File: config.mk
export PLATFORM = sky130hd
export DESIGN_NAME = true_strength_index_flat
export DESIGN_NICKNAME = d
export VERILOG_FILES = /design/src/design/tsi_pkg.sv /design/src/design/tsi_stream_if.sv /design/src/design/true_strength_index.sv /design/src/design/tsi_ema_unit.sv /design/src/design/tsi_div.sv /design/src/flat_wrapper.sv
export SDC_FILE = /design/constraint.sdc
export NUM_CORES = 2
export LEC_CHECK = 0
export ABC_AREA = 0
export BUFFER_PORTS_ARGS = -buffer_cell sky130_fd_sc_hd__clkbuf_2
export CELL_PAD_IN_SITES_DETAIL_PLACEMENT = 1
export CELL_PAD_IN_SITES_GLOBAL_PLACEMENT = 2
export CORE_MARGIN = 1
export CORE_UTILIZATION = 38
export DETAILED_ROUTE_END_ITERATION = 8
export PLACE_DENSITY = 0.75
export SYNTH_ARGS = -nofsm -noshare
export SYNTH_HDL_FRONTEND = slang
export SYNTH_SLANG_ARGS = --single-unit
File: constraint.sdc
create_clock -name clk -period 12.27 [get_ports clk]
set_input_delay 0 -clock clk [delete_from_list [all_inputs] [get_ports clk]]
set_output_delay 0 -clock clk [all_outputs]
set_load 0.005 [all_outputs]
File: src/design/tsi_pkg.sv
// Package for the true strength index block: widths, constants, enum types.
// No dependencies; every other design file refers to it by scoped names.

package tsi_pkg;

	localparam int SAMPLE_W      = 32;
	localparam int MOM_W         = SAMPLE_W + 1;
	localparam int EMA_FRAC_BITS = 24;
	localparam int IDX_FRAC      = 16;
	localparam int EMA_SHIFT     = EMA_FRAC_BITS - IDX_FRAC;
	localparam int EMA_W         = 48;
	localparam int SHM_W         = MOM_W + EMA_SHIFT;
	localparam int DIFF_W        = EMA_W + 1;
	localparam int MAG3_W        = DIFF_W + 1;
	localparam int PP_W          = DIFF_W + 2;

	localparam int ALPHA_W     = 17;
	localparam int ALPHA_FRAC  = 16;
	localparam int DIGIT_W     = 2;
	localparam int DIGITS      = ALPHA_FRAC / DIGIT_W;
	localparam int DIGIT_CNT_W = $clog2(DIGITS);

	localparam int WARMUP_W = 16;
	localparam int THRESH_W = 23;
	localparam int INDEX_W  = 24;
	localparam int QUO_W    = INDEX_W - 1;
	localparam int CNT_W    = 32;

	localparam int SCALE     = 100;
	localparam int SCALE_W   = 7;
	localparam int PROD_W    = EMA_W + SCALE_W;
	localparam int REM_W     = EMA_W - 1;
	localparam int PRE_SHIFT = QUO_W - IDX_FRAC;
	localparam int DIV_CNT_W = $clog2(QUO_W);

	localparam int APB_DW    = 32;
	localparam int APB_AW    = 4;
	localparam int REG_IDX_W = 2;

	localparam logic [ALPHA_W-1:0]  ALPHA_ONE      = ALPHA_W'(2 ** ALPHA_FRAC);
	localparam logic [ALPHA_W-1:0]  ALPHA_FAST_RST = ALPHA_W'(26214);
	localparam logic [ALPHA_W-1:0]  ALPHA_SLOW_RST = ALPHA_W'(8738);
	localparam logic [WARMUP_W-1:0] WARMUP_RST     = '0;
	localparam logic [THRESH_W-1:0] THRESH_RST     = THRESH_W'(1638400);
	localparam logic [QUO_W-1:0]    INDEX_FULL     = QUO_W'(SCALE * (2 ** IDX_FRAC));
	localparam logic [EMA_W-1:0]    EMA_MAX        = {1'b0, {(EMA_W-1){1'b1}}};
	localparam logic [CNT_W-1:0]    CNT_MAX        = '1;

	typedef enum logic [REG_IDX_W-1:0] {
		REG_ALPHA_FAST,
		REG_ALPHA_SLOW,
		REG_WARMUP,
		REG_THRESH
	} reg_idx_t;

	typedef enum logic [1:0] {
		OP_MOM_FAST,
		OP_ABS_FAST,
		OP_MOM_SLOW,
		OP_ABS_SLOW
	} ema_op_t;

	typedef enum logic [2:0] {
		S_IDLE,
		S_PREP,
		S_EMA_GO,
		S_EMA_WAIT,
		S_DIV_GO,
		S_DIV_WAIT,
		S_FINISH
	} tsi_state_t;

	typedef enum logic [2:0] {
		E_IDLE,
		E_ABS,
		E_TRIPLE,
		E_MUL,
		E_FIN
	} ema_state_t;

	typedef enum logic [1:0] {
		D_IDLE,
		D_PREP,
		D_STEP,
		D_FIN
	} div_state_t;

endpackage

File: src/design/tsi_stream_if.sv
// Word channels of the true strength index block: sample in, result out.
// Depends on tsi_pkg for the payload widths.

interface tsi_in_if;
	logic                                valid;
	logic                                ready;
	logic signed [tsi_pkg::SAMPLE_W-1:0] sample;

	modport source (output valid, output sample, input ready);
	modport sink (input valid, input sample, output ready);
endinterface

interface tsi_out_if;
	logic                               valid;
	logic                               ready;
	logic signed [tsi_pkg::INDEX_W-1:0] index_value;
	logic                               index_valid;
	logic                               zero_cross;
	logic                               strong_res;
	logic [tsi_pkg::CNT_W-1:0]          cross_count;
	logic [tsi_pkg::CNT_W-1:0]          strong_count;
	logic [tsi_pkg::CNT_W-1:0]          sample_count;

	modport source (
		output valid, output index_value, output index_valid, output zero_cross,
		output strong_res, output cross_count, output strong_count, output sample_count,
		input ready
	);
	modport sink (
		input valid, input index_value, input index_valid, input zero_cross,
		input strong_res, input cross_count, input strong_count, input sample_count,
		output ready
	);
endinterface

File: src/design/true_strength_index.sv
// True strength index: one signed Q16.16 sample word in, one result word out per sample.
// The first sample after reset only seeds the previous sample and goes straight to the
// output register; a sample before warm-up runs the four EMA updates but not the divider;
// a full sample runs both, and any sample may wait for the output register. The work is
// done by the shared EMA unit (alpha taken two bits per cycle) and the restoring divider
// (one quotient bit per cycle). A new sample is taken while the previous result still
// waits in the output register. Registers sit at byte addresses 0, 4, 8, 12:
// alpha_fast, alpha_slow, warmup_samples, strong_thresh; write them only while idle.
// Depends on tsi_pkg, tsi_stream_if, tsi_ema_unit and tsi_div.

module true_strength_index (
	input  logic                          clk,
	input  logic                          arst_n,
	tsi_in_if.sink                        samples,
	tsi_out_if.source                     results,
	input  logic                          psel,
	input  logic                          penable,
	input  logic                          pwrite,
	input  logic [tsi_pkg::APB_AW-1:0]    paddr,
	input  logic [tsi_pkg::APB_DW-1:0]    pwdata,
	output logic [tsi_pkg::APB_DW-1:0]    prdata,
	output logic                          pready
);

	function automatic logic [tsi_pkg::CNT_W-1:0] sat_inc(input logic [tsi_pkg::CNT_W-1:0] c);
		return (c == tsi_pkg::CNT_MAX) ? c : c + 1'b1;
	endfunction

	function automatic logic [tsi_pkg::EMA_W-1:0] ema_mag(input logic [tsi_pkg::MOM_W-1:0] m);
		logic [tsi_pkg::SHM_W-1:0] shm;
		shm = tsi_pkg::SHM_W'(m) << tsi_pkg::EMA_SHIFT;
		if ((shm >> (tsi_pkg::EMA_W - 1)) != '0) begin
			return tsi_pkg::EMA_MAX;
		end
		return tsi_pkg::EMA_W'(shm);
	endfunction

	tsi_pkg::tsi_state_t state_q, state_d;
	tsi_pkg::ema_op_t    op_q;
	tsi_pkg::reg_idx_t   reg_sel;

	logic [tsi_pkg::ALPHA_W-1:0]  alpha_fast_q;
	logic [tsi_pkg::ALPHA_W-1:0]  alpha_slow_q;
	logic [tsi_pkg::WARMUP_W-1:0] warmup_q;
	logic [tsi_pkg::THRESH_W-1:0] thresh_q;

	logic [tsi_pkg::SAMPLE_W-1:0]       last_sample_q;
	logic                               seeded_q;
	logic signed [tsi_pkg::EMA_W-1:0]   ema_mf_q;
	logic signed [tsi_pkg::EMA_W-1:0]   ema_af_q;
	logic signed [tsi_pkg::EMA_W-1:0]   ema_ms_q;
	logic signed [tsi_pkg::EMA_W-1:0]   ema_as_q;
	logic [tsi_pkg::INDEX_W-1:0]        last_index_q;
	logic [tsi_pkg::CNT_W-1:0]          items_q;
	logic [tsi_pkg::CNT_W-1:0]          cross_total_q;
	logic [tsi_pkg::CNT_W-1:0]          strong_total_q;

	logic [tsi_pkg::MOM_W-1:0]          mom_q;
	logic signed [tsi_pkg::EMA_W-1:0]   x_mom_q;
	logic signed [tsi_pkg::EMA_W-1:0]   x_abs_q;
	logic                               seed_item_q;
	logic                               warm_q;
	logic signed [tsi_pkg::INDEX_W-1:0] idx_q;

	logic                               out_valid_q;
	logic signed [tsi_pkg::INDEX_W-1:0] out_index_q;
	logic                               out_ivalid_q;
	logic                               out_cross_q;
	logic                               out_strong_q;
	logic [tsi_pkg::CNT_W-1:0]          out_ccount_q;
	logic [tsi_pkg::CNT_W-1:0]          out_scount_q;
	logic [tsi_pkg::CNT_W-1:0]          out_count_q;

	logic                               in_acc;
	logic                               cfg_wr;
	logic                               ema_start;
	logic                               ema_done;
	logic signed [tsi_pkg::EMA_W-1:0]   ema_e;
	logic signed [tsi_pkg::EMA_W-1:0]   ema_x;
	logic [tsi_pkg::ALPHA_W-1:0]        ema_alpha;
	logic signed [tsi_pkg::EMA_W-1:0]   ema_res;
	logic                               div_start;
	logic                               div_done;
	logic signed [tsi_pkg::INDEX_W-1:0] div_quo;
	logic                               out_load;

	logic [tsi_pkg::MOM_W-1:0]          mom_mag;
	logic [tsi_pkg::EMA_W-1:0]          x_mag;
	logic                               fin_valid;
	logic                               fin_cross;
	logic                               fin_strong;
	logic [tsi_pkg::INDEX_W-1:0]        idx_abs;
	logic [tsi_pkg::INDEX_W-1:0]        out_abs;

	assign in_acc  = samples.valid && samples.ready;
	assign pready  = 1'b1;
	assign cfg_wr  = psel && penable && pwrite;
	assign reg_sel = tsi_pkg::reg_idx_t'(paddr[tsi_pkg::APB_AW-1:2]);

	always_comb begin
		unique case (reg_sel)
			tsi_pkg::REG_ALPHA_FAST: prdata = tsi_pkg::APB_DW'(alpha_fast_q);
			tsi_pkg::REG_ALPHA_SLOW: prdata = tsi_pkg::APB_DW'(alpha_slow_q);
			tsi_pkg::REG_WARMUP:     prdata = tsi_pkg::APB_DW'(warmup_q);
			tsi_pkg::REG_THRESH:     prdata = tsi_pkg::APB_DW'(thresh_q);
			default:                 prdata = '0;
		endcase
	end

	always_ff @(posedge clk or negedge arst_n) begin
		if (!arst_n) begin
			alpha_fast_q <= tsi_pkg::ALPHA_FAST_RST;
			alpha_slow_q <= tsi_pkg::ALPHA_SLOW_RST;
			warmup_q     <= tsi_pkg::WARMUP_RST;
			thresh_q     <= tsi_pkg::THRESH_RST;
		end else if (cfg_wr) begin
			unique case (reg_sel)
				tsi_pkg::REG_ALPHA_FAST: alpha_fast_q <= pwdata[tsi_pkg::ALPHA_W-1:0];
				tsi_pkg::REG_ALPHA_SLOW: alpha_slow_q <= pwdata[tsi_pkg::ALPHA_W-1:0];
				tsi_pkg::REG_WARMUP:     warmup_q     <= pwdata[tsi_pkg::WARMUP_W-1:0];
				tsi_pkg::REG_THRESH:     thresh_q     <= pwdata[tsi_pkg::THRESH_W-1:0];
				default: begin
				end
			endcase
		end
	end

	always_comb begin
		unique case (op_q)
			tsi_pkg::OP_MOM_FAST: begin
				ema_e = ema_mf_q; ema_x = x_mom_q; ema_alpha = alpha_fast_q;
			end
			tsi_pkg::OP_ABS_FAST: begin
				ema_e = ema_af_q; ema_x = x_abs_q; ema_alpha = alpha_fast_q;
			end
			tsi_pkg::OP_MOM_SLOW: begin
				ema_e = ema_ms_q; ema_x = ema_mf_q; ema_alpha = alpha_slow_q;
			end
			tsi_pkg::OP_ABS_SLOW: begin
				ema_e = ema_as_q; ema_x = ema_af_q; ema_alpha = alpha_slow_q;
			end
			default: begin
				ema_e = ema_mf_q; ema_x = x_mom_q; ema_alpha = alpha_fast_q;
			end
		endcase
	end

	tsi_ema_unit u_ema (
		.clk    (clk),
		.arst_n (arst_n),
		.start  (ema_start),
		.e      (ema_e),
		.x      (ema_x),
		.alpha  (ema_alpha),
		.done   (ema_done),
		.e_next (ema_res)
	);

	tsi_div u_div (
		.clk    (clk),
		.arst_n (arst_n),
		.start  (div_start),
		.num    (ema_ms_q),
		.den    (ema_as_q),
		.done   (div_done),
		.quo    (div_quo)
	);

	always_ff @(posedge clk or negedge arst_n) begin
		if (!arst_n) begin
			state_q <= tsi_pkg::S_IDLE;
		end else begin
			state_q <= state_d;
		end
	end

	always_comb begin
		state_d       = state_q;
		samples.ready = 1'b0;
		ema_start     = 1'b0;
		div_start     = 1'b0;
		out_load      = 1'b0;
		unique case (state_q)
			tsi_pkg::S_IDLE: begin
				samples.ready = 1'b1;
				if (samples.valid) begin
					state_d = seeded_q ? tsi_pkg::S_PREP : tsi_pkg::S_FINISH;
				end
			end
			tsi_pkg::S_PREP: state_d = tsi_pkg::S_EMA_GO;
			tsi_pkg::S_EMA_GO: begin
				ema_start = 1'b1;
				state_d   = tsi_pkg::S_EMA_WAIT;
			end
			tsi_pkg::S_EMA_WAIT: begin
				if (ema_done) begin
					if (op_q == tsi_pkg::OP_ABS_SLOW) begin
						state_d = warm_q ? tsi_pkg::S_DIV_GO : tsi_pkg::S_FINISH;
					end else begin
						state_d = tsi_pkg::S_EMA_GO;
					end
				end
			end
			tsi_pkg::S_DIV_GO: begin
				div_start = 1'b1;
				state_d   = tsi_pkg::S_DIV_WAIT;
			end
			tsi_pkg::S_DIV_WAIT: if (div_done) state_d = tsi_pkg::S_FINISH;
			tsi_pkg::S_FINISH: begin
				if (!out_valid_q || results.ready) begin
					out_load = 1'b1;
					state_d  = tsi_pkg::S_IDLE;
				end
			end
			default: state_d = tsi_pkg::S_IDLE;
		endcase
	end

	assign mom_mag    = mom_q[tsi_pkg::MOM_W-1] ? (~mom_q + 1'b1) : mom_q;
	assign x_mag      = ema_mag(mom_mag);
	assign fin_valid  = !seed_item_q && warm_q;
	assign idx_abs    = idx_q[tsi_pkg::INDEX_W-1] ? (~idx_q + 1'b1) : idx_q;
	assign fin_cross  = fin_valid && (last_index_q[tsi_pkg::INDEX_W-1] != idx_q[tsi_pkg::INDEX_W-1]);
	assign fin_strong = fin_valid && (idx_abs[tsi_pkg::QUO_W-1:0] > thresh_q);

	// architectural state
	always_ff @(posedge clk or negedge arst_n) begin
		if (!arst_n) begin
			last_sample_q  <= '0;
			seeded_q       <= 1'b0;
			ema_mf_q       <= '0;
			ema_af_q       <= '0;
			ema_ms_q       <= '0;
			ema_as_q       <= '0;
			last_index_q   <= '0;
			items_q        <= '0;
			cross_total_q  <= '0;
			strong_total_q <= '0;
			op_q           <= tsi_pkg::OP_MOM_FAST;
			out_valid_q    <= 1'b0;
		end else begin
			if (in_acc) begin
				last_sample_q <= samples.sample;
				seeded_q      <= 1'b1;
				items_q       <= sat_inc(items_q);
				op_q          <= tsi_pkg::OP_MOM_FAST;
			end
			if (state_q == tsi_pkg::S_EMA_WAIT && ema_done) begin
				unique case (op_q)
					tsi_pkg::OP_MOM_FAST: ema_mf_q <= ema_res;
					tsi_pkg::OP_ABS_FAST: ema_af_q <= ema_res;
					tsi_pkg::OP_MOM_SLOW: ema_ms_q <= ema_res;
					tsi_pkg::OP_ABS_SLOW: ema_as_q <= ema_res;
					default: begin
					end
				endcase
				op_q <= tsi_pkg::ema_op_t'(op_q + 2'd1);
			end
			if (out_load) begin
				if (!seed_item_q) begin
					last_index_q <= idx_q;
				end
				if (fin_cross) begin
					cross_total_q <= sat_inc(cross_total_q);
				end
				if (fin_strong) begin
					strong_total_q <= sat_inc(strong_total_q);
				end
			end
			if (out_load) begin
				out_valid_q <= 1'b1;
			end else if (results.ready) begin
				out_valid_q <= 1'b0;
			end
		end
	end

	// per-sample working registers and output word
	always_ff @(posedge clk) begin
		if (in_acc) begin
			mom_q       <= {samples.sample[tsi_pkg::SAMPLE_W-1], samples.sample}
				- {last_sample_q[tsi_pkg::SAMPLE_W-1], last_sample_q};
			seed_item_q <= !seeded_q;
			warm_q      <= seeded_q && (items_q >= tsi_pkg::CNT_W'(warmup_q));
			idx_q       <= '0;
		end
		if (state_q == tsi_pkg::S_PREP) begin
			x_abs_q <= x_mag;
			x_mom_q <= mom_q[tsi_pkg::MOM_W-1] ? (~x_mag + 1'b1) : x_mag;
		end
		if (state_q == tsi_pkg::S_DIV_WAIT && div_done) begin
			idx_q <= div_quo;
		end
		if (out_load) begin
			out_index_q  <= idx_q;
			out_ivalid_q <= fin_valid;
			out_cross_q  <= fin_cross;
			out_strong_q <= fin_strong;
			out_ccount_q <= fin_cross ? sat_inc(cross_total_q) : cross_total_q;
			out_scount_q <= fin_strong ? sat_inc(strong_total_q) : strong_total_q;
			out_count_q  <= items_q;
		end
	end

	assign results.valid        = out_valid_q;
	assign results.index_value  = out_index_q;
	assign results.index_valid  = out_ivalid_q;
	assign results.zero_cross   = out_cross_q;
	assign results.strong_res   = out_strong_q;
	assign results.cross_count  = out_ccount_q;
	assign results.strong_count = out_scount_q;
	assign results.sample_count = out_count_q;

	assign out_abs = out_index_q[tsi_pkg::INDEX_W-1] ? (~out_index_q + 1'b1) : out_index_q;

	a_ema_done_in_wait: assert property (@(posedge clk) disable iff (!arst_n)
		ema_done |-> state_q == tsi_pkg::S_EMA_WAIT)
		else $error("EMA unit finished outside its wait state");

	a_div_done_in_wait: assert property (@(posedge clk) disable iff (!arst_n)
		div_done |-> state_q == tsi_pkg::S_DIV_WAIT)
		else $error("divider finished outside its wait state");

	a_invalid_word_clear: assert property (@(posedge clk) disable iff (!arst_n)
		results.valid && !results.index_valid |->
			results.index_value == '0 && !results.zero_cross && !results.strong_res)
		else $error("word without index carries index or flags");

	a_index_range: assert property (@(posedge clk) disable iff (!arst_n)
		results.valid |-> out_abs <= tsi_pkg::INDEX_W'(tsi_pkg::INDEX_FULL))
		else $error("index magnitude above full scale");

	a_one_at_a_time: assert property (@(posedge clk) disable iff (!arst_n)
		samples.valid && samples.ready |=> !samples.ready)
		else $error("sample taken while previous one still in work");

endmodule

File: src/design/tsi_ema_unit.sv
// Shared EMA update unit: e + alpha * (x - e) / 65536, step rounded toward zero.
// Alpha is consumed two bits per cycle, LSB first, through a shift register.
// Depends on tsi_pkg.

module tsi_ema_unit (
	input  logic                              clk,
	input  logic                              arst_n,
	input  logic                              start,
	input  logic signed [tsi_pkg::EMA_W-1:0]  e,
	input  logic signed [tsi_pkg::EMA_W-1:0]  x,
	input  logic [tsi_pkg::ALPHA_W-1:0]       alpha,
	output logic                              done,
	output logic signed [tsi_pkg::EMA_W-1:0]  e_next
);

	tsi_pkg::ema_state_t state_q, state_d;

	logic [tsi_pkg::DIFF_W-1:0]      d_q;
	logic [tsi_pkg::EMA_W-1:0]       e_q;
	logic [tsi_pkg::DIFF_W-1:0]      mag_q;
	logic [tsi_pkg::MAG3_W-1:0]      mag3_q;
	logic                            neg_q;
	logic                            full_q;
	logic [tsi_pkg::ALPHA_FRAC-1:0]  digits_q;
	logic [tsi_pkg::DIGIT_CNT_W-1:0] cnt_q;
	logic [tsi_pkg::DIFF_W-1:0]      acc_q;

	logic [tsi_pkg::ALPHA_W-1:0] alpha_sat;
	logic [tsi_pkg::PP_W-1:0]    pp;
	logic [tsi_pkg::PP_W-1:0]    sum;
	logic [tsi_pkg::DIFF_W-1:0]  step;
	logic [tsi_pkg::DIFF_W-1:0]  e_ext;
	logic [tsi_pkg::DIFF_W-1:0]  upd;
	logic                        last_digit;

	assign alpha_sat  = (alpha > tsi_pkg::ALPHA_ONE) ? tsi_pkg::ALPHA_ONE : alpha;
	assign last_digit = (cnt_q == tsi_pkg::DIGIT_CNT_W'(tsi_pkg::DIGITS - 1));

	always_comb begin
		case (digits_q[tsi_pkg::DIGIT_W-1:0])
			2'd0:    pp = '0;
			2'd1:    pp = tsi_pkg::PP_W'(mag_q);
			2'd2:    pp = tsi_pkg::PP_W'({mag_q, 1'b0});
			default: pp = tsi_pkg::PP_W'(mag3_q);
		endcase
	end

	assign sum    = tsi_pkg::PP_W'(acc_q) + pp;
	assign step   = full_q ? mag_q : acc_q;
	assign e_ext  = {e_q[tsi_pkg::EMA_W-1], e_q};
	assign upd    = neg_q ? (e_ext - step) : (e_ext + step);
	assign e_next = upd[tsi_pkg::EMA_W-1:0];

	always_ff @(posedge clk or negedge arst_n) begin
		if (!arst_n) begin
			state_q <= tsi_pkg::E_IDLE;
		end else begin
			state_q <= state_d;
		end
	end

	always_comb begin
		state_d = state_q;
		done    = 1'b0;
		unique case (state_q)
			tsi_pkg::E_IDLE:   if (start) state_d = tsi_pkg::E_ABS;
			tsi_pkg::E_ABS:    state_d = tsi_pkg::E_TRIPLE;
			tsi_pkg::E_TRIPLE: state_d = tsi_pkg::E_MUL;
			tsi_pkg::E_MUL:    if (last_digit) state_d = tsi_pkg::E_FIN;
			tsi_pkg::E_FIN: begin
				done    = 1'b1;
				state_d = tsi_pkg::E_IDLE;
			end
			default: state_d = tsi_pkg::E_IDLE;
		endcase
	end

	always_ff @(posedge clk) begin
		unique case (state_q)
			tsi_pkg::E_IDLE: begin
				if (start) begin
					d_q      <= {x[tsi_pkg::EMA_W-1], x} - {e[tsi_pkg::EMA_W-1], e};
					e_q      <= e;
					full_q   <= alpha_sat[tsi_pkg::ALPHA_FRAC];
					digits_q <= alpha_sat[tsi_pkg::ALPHA_FRAC-1:0];
					acc_q    <= '0;
					cnt_q    <= '0;
				end
			end
			tsi_pkg::E_ABS: begin
				neg_q <= d_q[tsi_pkg::DIFF_W-1];
				mag_q <= d_q[tsi_pkg::DIFF_W-1] ? (~d_q + 1'b1) : d_q;
			end
			tsi_pkg::E_TRIPLE: begin
				mag3_q <= {mag_q, 1'b0} + {1'b0, mag_q};
			end
			tsi_pkg::E_MUL: begin
				acc_q    <= tsi_pkg::DIFF_W'(sum >> tsi_pkg::DIGIT_W);
				digits_q <= digits_q >> tsi_pkg::DIGIT_W;
				cnt_q    <= cnt_q + 1'b1;
			end
			default: begin
			end
		endcase
	end

endmodule

File: src/design/tsi_div.sv
// Serial ratio unit: 100 * num / den in Q8.16, truncated, saturated to +-100.
// Restoring division, one quotient bit per cycle. Depends on tsi_pkg.

module tsi_div (
	input  logic                               clk,
	input  logic                               arst_n,
	input  logic                               start,
	input  logic signed [tsi_pkg::EMA_W-1:0]   num,
	input  logic signed [tsi_pkg::EMA_W-1:0]   den,
	output logic                               done,
	output logic signed [tsi_pkg::INDEX_W-1:0] quo
);

	tsi_pkg::div_state_t state_q, state_d;

	logic                            neg_q;
	logic [tsi_pkg::EMA_W-1:0]       n_q;
	logic                            dpos_q;
	logic [tsi_pkg::REM_W-1:0]       dn_q;
	logic                            zero_q;
	logic                            sat_q;
	logic [tsi_pkg::REM_W-1:0]       rem_q;
	logic [tsi_pkg::QUO_W-1:0]       low_q;
	logic [tsi_pkg::QUO_W-1:0]       q_q;
	logic [tsi_pkg::DIV_CNT_W-1:0]   cnt_q;

	logic                          big;
	logic [tsi_pkg::PROD_W-1:0]    prod;
	logic [tsi_pkg::EMA_W-1:0]     trial;
	logic [tsi_pkg::EMA_W-1:0]     dn_ext;
	logic                          ge;
	logic [tsi_pkg::QUO_W-1:0]     qmag;
	logic [tsi_pkg::INDEX_W-1:0]   qext;
	logic                          last_step;

	assign dn_ext    = {1'b0, dn_q};
	assign big       = (n_q >= dn_ext);
	assign prod      = tsi_pkg::PROD_W'(n_q) * tsi_pkg::PROD_W'(tsi_pkg::SCALE);
	assign trial     = {rem_q, low_q[tsi_pkg::QUO_W-1]};
	assign ge        = (trial >= dn_ext);
	assign last_step = (cnt_q == tsi_pkg::DIV_CNT_W'(tsi_pkg::QUO_W - 1));
	assign qmag      = zero_q ? '0 : (sat_q ? tsi_pkg::INDEX_FULL : q_q);
	assign qext      = {1'b0, qmag};
	assign quo       = neg_q ? (~qext + 1'b1) : qext;

	always_ff @(posedge clk or negedge arst_n) begin
		if (!arst_n) begin
			state_q <= tsi_pkg::D_IDLE;
		end else begin
			state_q <= state_d;
		end
	end

	always_comb begin
		state_d = state_q;
		done    = 1'b0;
		unique case (state_q)
			tsi_pkg::D_IDLE: if (start) state_d = tsi_pkg::D_PREP;
			tsi_pkg::D_PREP: state_d = (!dpos_q || big) ? tsi_pkg::D_FIN : tsi_pkg::D_STEP;
			tsi_pkg::D_STEP: if (last_step) state_d = tsi_pkg::D_FIN;
			tsi_pkg::D_FIN: begin
				done    = 1'b1;
				state_d = tsi_pkg::D_IDLE;
			end
			default: state_d = tsi_pkg::D_IDLE;
		endcase
	end

	always_ff @(posedge clk) begin
		unique case (state_q)
			tsi_pkg::D_IDLE: begin
				if (start) begin
					neg_q  <= num[tsi_pkg::EMA_W-1];
					n_q    <= num[tsi_pkg::EMA_W-1] ? (~num + 1'b1) : num;
					dpos_q <= !den[tsi_pkg::EMA_W-1] && (den != '0);
					dn_q   <= den[tsi_pkg::REM_W-1:0];
				end
			end
			tsi_pkg::D_PREP: begin
				zero_q <= !dpos_q;
				sat_q  <= big;
				rem_q  <= tsi_pkg::REM_W'(prod >> tsi_pkg::PRE_SHIFT);
				low_q  <= {prod[tsi_pkg::PRE_SHIFT-1:0], {tsi_pkg::IDX_FRAC{1'b0}}};
				q_q    <= '0;
				cnt_q  <= '0;
			end
			tsi_pkg::D_STEP: begin
				rem_q <= ge ? tsi_pkg::REM_W'(trial - dn_ext) : tsi_pkg::REM_W'(trial);
				low_q <= low_q << 1;
				q_q   <= {q_q[tsi_pkg::QUO_W-2:0], ge};
				cnt_q <= cnt_q + 1'b1;
			end
			default: begin
			end
		endcase
	end

endmodule
File: src/flat_wrapper.sv
// flat-port wrapper written by rule: the top's interface ports become plain ports
module true_strength_index_flat 
  (clk, arst_n, psel, penable, pwrite, paddr, pwdata, prdata, pready, samples_valid, samples_sample, samples_ready, results_valid, results_index_value, results_index_valid, results_zero_cross, results_strong_res, results_cross_count, results_strong_count, results_sample_count, results_ready);
  tsi_in_if samples_i ();
  tsi_out_if results_i ();
  input  logic clk;
  input  logic arst_n;
  input  logic psel;
  input  logic penable;
  input  logic pwrite;
  input  logic [tsi_pkg::APB_AW-1:0] paddr;
  input  logic [tsi_pkg::APB_DW-1:0] pwdata;
  output logic [tsi_pkg::APB_DW-1:0] prdata;
  output logic pready;
  input wire logic [$bits(samples_i.valid)-1:0] samples_valid;
  input wire logic [$bits(samples_i.sample)-1:0] samples_sample;
  output wire logic [$bits(samples_i.ready)-1:0] samples_ready;
  output wire logic [$bits(results_i.valid)-1:0] results_valid;
  output wire logic [$bits(results_i.index_value)-1:0] results_index_value;
  output wire logic [$bits(results_i.index_valid)-1:0] results_index_valid;
  output wire logic [$bits(results_i.zero_cross)-1:0] results_zero_cross;
  output wire logic [$bits(results_i.strong_res)-1:0] results_strong_res;
  output wire logic [$bits(results_i.cross_count)-1:0] results_cross_count;
  output wire logic [$bits(results_i.strong_count)-1:0] results_strong_count;
  output wire logic [$bits(results_i.sample_count)-1:0] results_sample_count;
  input wire logic [$bits(results_i.ready)-1:0] results_ready;
  assign samples_i.valid = samples_valid;
  assign samples_i.sample = samples_sample;
  assign samples_ready = samples_i.ready;
  assign results_valid = results_i.valid;
  assign results_index_value = results_i.index_value;
  assign results_index_valid = results_i.index_valid;
  assign results_zero_cross = results_i.zero_cross;
  assign results_strong_res = results_i.strong_res;
  assign results_cross_count = results_i.cross_count;
  assign results_strong_count = results_i.strong_count;
  assign results_sample_count = results_i.sample_count;
  assign results_i.ready = results_ready;
  true_strength_index u_core (.clk(clk), .arst_n(arst_n), .samples(samples_i), .results(results_i), .psel(psel), .penable(penable), .pwrite(pwrite), .paddr(paddr), .pwdata(pwdata), .prdata(prdata), .pready(pready));
endmodule
==> results.md <==
* Hpwl dp at 163.0 mm
* Status: finished with violations
* Worst Path Max Fanout at 85
* Hold EP: u_core.thresh_q[1]
* WP data required at roughly 13 ns
* Flops & latches, synth at between 1,000 and 1,500
* Fin nets at about 7,900
* Worst Hold Class: input port to flip-flop
* Hold Crit Start: pwdata[1]
* Syn avg cell area at slightly above 10 µm²
* Total power per unit cell area at slightly above 200 mW/mm²
* Non-Filler Instances at between 9,000 and 10,000
* First drt pass iteration count at 7
* Setup violators final at 0
* Hold path cells at 4
* Grt ovf at 0
* Largest net degree at the start of global routing at around 150
* Final clock skew at 0.04765 ns
* Vias in the first global route at about 57,000
* Reg2Reg Depth at 18
* GRT Overall Usage at roughly 22%
* Vias post-DR at 54,500
* Crit-path cells: buf_4, buf_4, mux2i_1, nand2_1, or3_1, nor3_1, nor2_1, xor2_1, ha_1, and3_1, nand3_1, a211oi_1, a21oi_1, o31a_1, a31oi_1, a21oi_1, xnor2_1, o21ai_0
* CP max stage delay at just over 0.8 ns
* CP startpoint kind: flip-flop
* CTS max path bufs at 3
* Initial antenna violation count at 6
* Hold_ws at roughly 0.068 ns
* Share of the synthesized area in the top cell type at between 20 and 30%
* TritonCTS clock tree: done
* Setup TNS at 0 ns
* Reg2Reg Launch Point: u_core.u_ema.full_q
* Diodes inserted at 0
* Peak supply drop at 156.2 µV
* Most frequent cell after synthesis: edfxtp_1
* Drt first-iter violations at approximately 3,400
* H-tree depth at 4
* Failing checks: design-rule violations
* Share of cells above drive strength 1 at 11.53%
* Resize count post-CTS at 0
* Area Overhead vs Synth at 13.11%
* Starting Density at about two fifths
* TritonCTS Buffers at approximately 140
* RR Endpoint: u_core.ema_af_q[38]
* Syn Inst Count at ~7,000
* Core area at roughly 0.19 mm²
* FF-to-FF setup slack at ~5.0 ns
* Critical path buffers and inverters at 2
* Global-route wire length before repair at about 340 mm
* Part of the cycle the worst path needs at between 50% and 60%
* CP Data Arrival Time at approximately 7.9 ns
* Register area share after synthesis at between 40 and 50%
* Top achievable clock speed at 138.0 MHz
* Dpl cells at roughly 9,500
* WS Path Type: flip-flop to flip-flop
* Top cells by count, synth: edfxtp_1 (699), nand2_1 (594), inv_1 (537)
* CP startpoint: u_core.u_ema.full_q
* Normalized max-slew margin at a little under a quarter
* Synth unique cells at between 80 and 90
* DRC at 18
* Worst slew pin tran at 1.152 ns
* Final Max Tran Viols at 0
* Slowest-stage cell, CP: buf_4
* Overall die area at roughly 0.19 mm²
* # rows at approximately 160
* Post-synth EDFFs at about 700
* YS warnings at 0
* I/O pins at 233
* RSZ-0062 raised after global routing: false
* Top post-synthesis cells by area: edfxtp_1 (29%), dfrtp_1 (14%), ha_1 (9.2%)
* Critical path endpoint category: flip-flop
* Placer's final routability congestion estimate at between 0.8 and 0.9
* Placement Setup Slack at between 5 and 6 ns
* Cell taking the most area after synthesis: edfxtp_1
* Clock Latency Late Sink at 0.80 ns
* Top FF cell, synth: edfxtp_1
* Tmin final at 7.245 ns
* Detail Route Antenna Nets at 0
* CTS root buf: clkbuf_16
* Synth async-reset ratio at a little under two fifths
* Number of port buffers at approximately 210
* Setup slack after layout at between 5 and 6 ns
* Final hold vios at 0
* Clock transition at path regs at roughly 0.060 ns
* Via density per instance at between 5 and 6
* Family with the most delay on the worst path: compound AO/OA/AOI/OAI gates
* Routed wire length per instance at between 20 and 25 µm
* Max-Cap Viols at 0
* Clock tree sinks at ~1,100
* Die Ht at between 400 and 500 µm
* Routed wire length at 214.9 mm
* Die W at ~440 µm
* Synth Cell Area at around 0.072 mm²
* LEAKAGE at between 0.03 and 0.04 µW
-- metrics by stage --
| stage | total power, µW | utilization, % | cell area (µm²) |
|---|---|---|---|
| 4_1_cts | 16940 | 43.25 | 81230 |
| 6_report | 16800 | 43.25 | 81230 |
| 2_1_floorplan | 10480 | - | 71860 |
| 5_1_grt | 17880 | 43.25 | 81230 |
| 3_5_place_dp | 12650 | 40.23 | 75550 |
| 3_3_place_gp | 12440 | 40.23 | 75550 |
-- sequential cells by signal, indices dropped and copies added (netlist names), 48 cells and up --
signal,count
u_core.u_ema.d_q,49
u_core.u_div.n_q,48
u_core.ema_as_q,48
u_core.u_ema.e_q,48
u_core.ema_ms_q,48
u_core.u_ema.mag_q,49
u_core.ema_af_q,48
u_core.u_ema.mag3_q,50
u_core.u_ema.acc_q,49
u_core.ema_mf_q,48
-- metal layers --
metal | wire length [µm] | global-route usage, %
met5 | 0 | 0
met4 | 5530 | 6.271
met3 | 6141 | 2.256
met2 | 102400 | 37.54
met1 | 100800 | 30.55
-- cells in the final DEF, fill, tap and decap left out, drive strengths merged, types with 25 or more instances in the layout --
cell,instances
nor3,132
clkbuf,394
xnor2,439
a211oi,39
ha,526
o21a,47
a21oi,353
nand4,87
a21o,252
xor2,214
or4,25
o31ai,83
o21ai,400
and3,58
buf,55
a222oi,33
a22oi,68
or3,67
nor2b,49
fa,48
dfrtp,391
nor4,47
o211ai,32
mux2i,167
nand2b,77
inv,543
edfxtp,699
nand3,117
mux2,257
or2,30
a31oi,53
a22o,51
o21bai,38
nand2,594
nor2,449
dlygate4sd3,103
and2,57
clkinv,45
-- cells by family (layout without fill, tap and decap cells) --
| kind of cell | Yosys count | in the layout | synth area share (%) |
|---|---|---|---|
| compound gates | 1612 | 1612 | 14.65 |
| xor+xnor | 653 | 653 | 7.963 |
| fa+ha+maj | 574 | 574 | 10.50 |
| buf+inv | 809 | 1157 | 4.280 |
| flops | 1105 | 1105 | 43.40 |
| mux | 440 | 440 | 6.859 |
| other cells | 2 | 10 | 0.01046 |
| simple gates | 1853 | 1853 | 12.34 |
-- repair_timing --
action                                 4_1_cts  5_1_grt
endpoints found under the hold margin      249        0
hold buffers                               104        0
buffers inserted                             0        0
-- worst register-to-register path: stages, from the launching register on --
cell,delay [ns]
edfxtp_1,0.32
buf_4,0.33
buf_4,0.84
mux2i_1,0.44
nand2_1,0.17
or3_1,0.46
nor3_1,0.55
nor2_1,0.12
xor2_1,0.45
ha_1,0.39
and3_1,0.26
nand3_1,0.10
a211oi_1,0.45
a21oi_1,0.27
o31a_1,0.39
a31oi_1,0.50
a21oi_1,0.16
xnor2_1,0.70
o21ai_0,0.19
-- area by class of cell --
class / count / area, µm²
sequential: 1105 / 31170
timing repair buffer: 368 / 2535
inverter: 537 / 2021
clock inverter: 68 / 715.7
tap: 2495 / 3122
clock buffer: 184 / 3911
fill: 20930 / 106600
multi-input combinational: 5142 / 37760
-- worst max path at each step --
stage	endpoint	slack (ns)	depth (start not counted)
floorplan	u_core.u_ema.acc_q[0]	4.13	4
global placement	u_core.ema_af_q[38]	5.39	18
detailed placement	u_core.ema_af_q[38]	5.18	18
CTS	u_core.ema_af_q[38]	5.18	18
global route	u_core.ema_ms_q[38]	4.60	18
finish	u_core.ema_af_q[38]	5.02	18
-- power by group --
part           internal [µW]  total, µW  switching (µW)
Combinational           2760       7230            4470
Sequential              4930       5410             475
Clock                   2440       4170            1720
Total                  10100      16800            6670
Note: power is estimated with default switching activity, not from simulation.
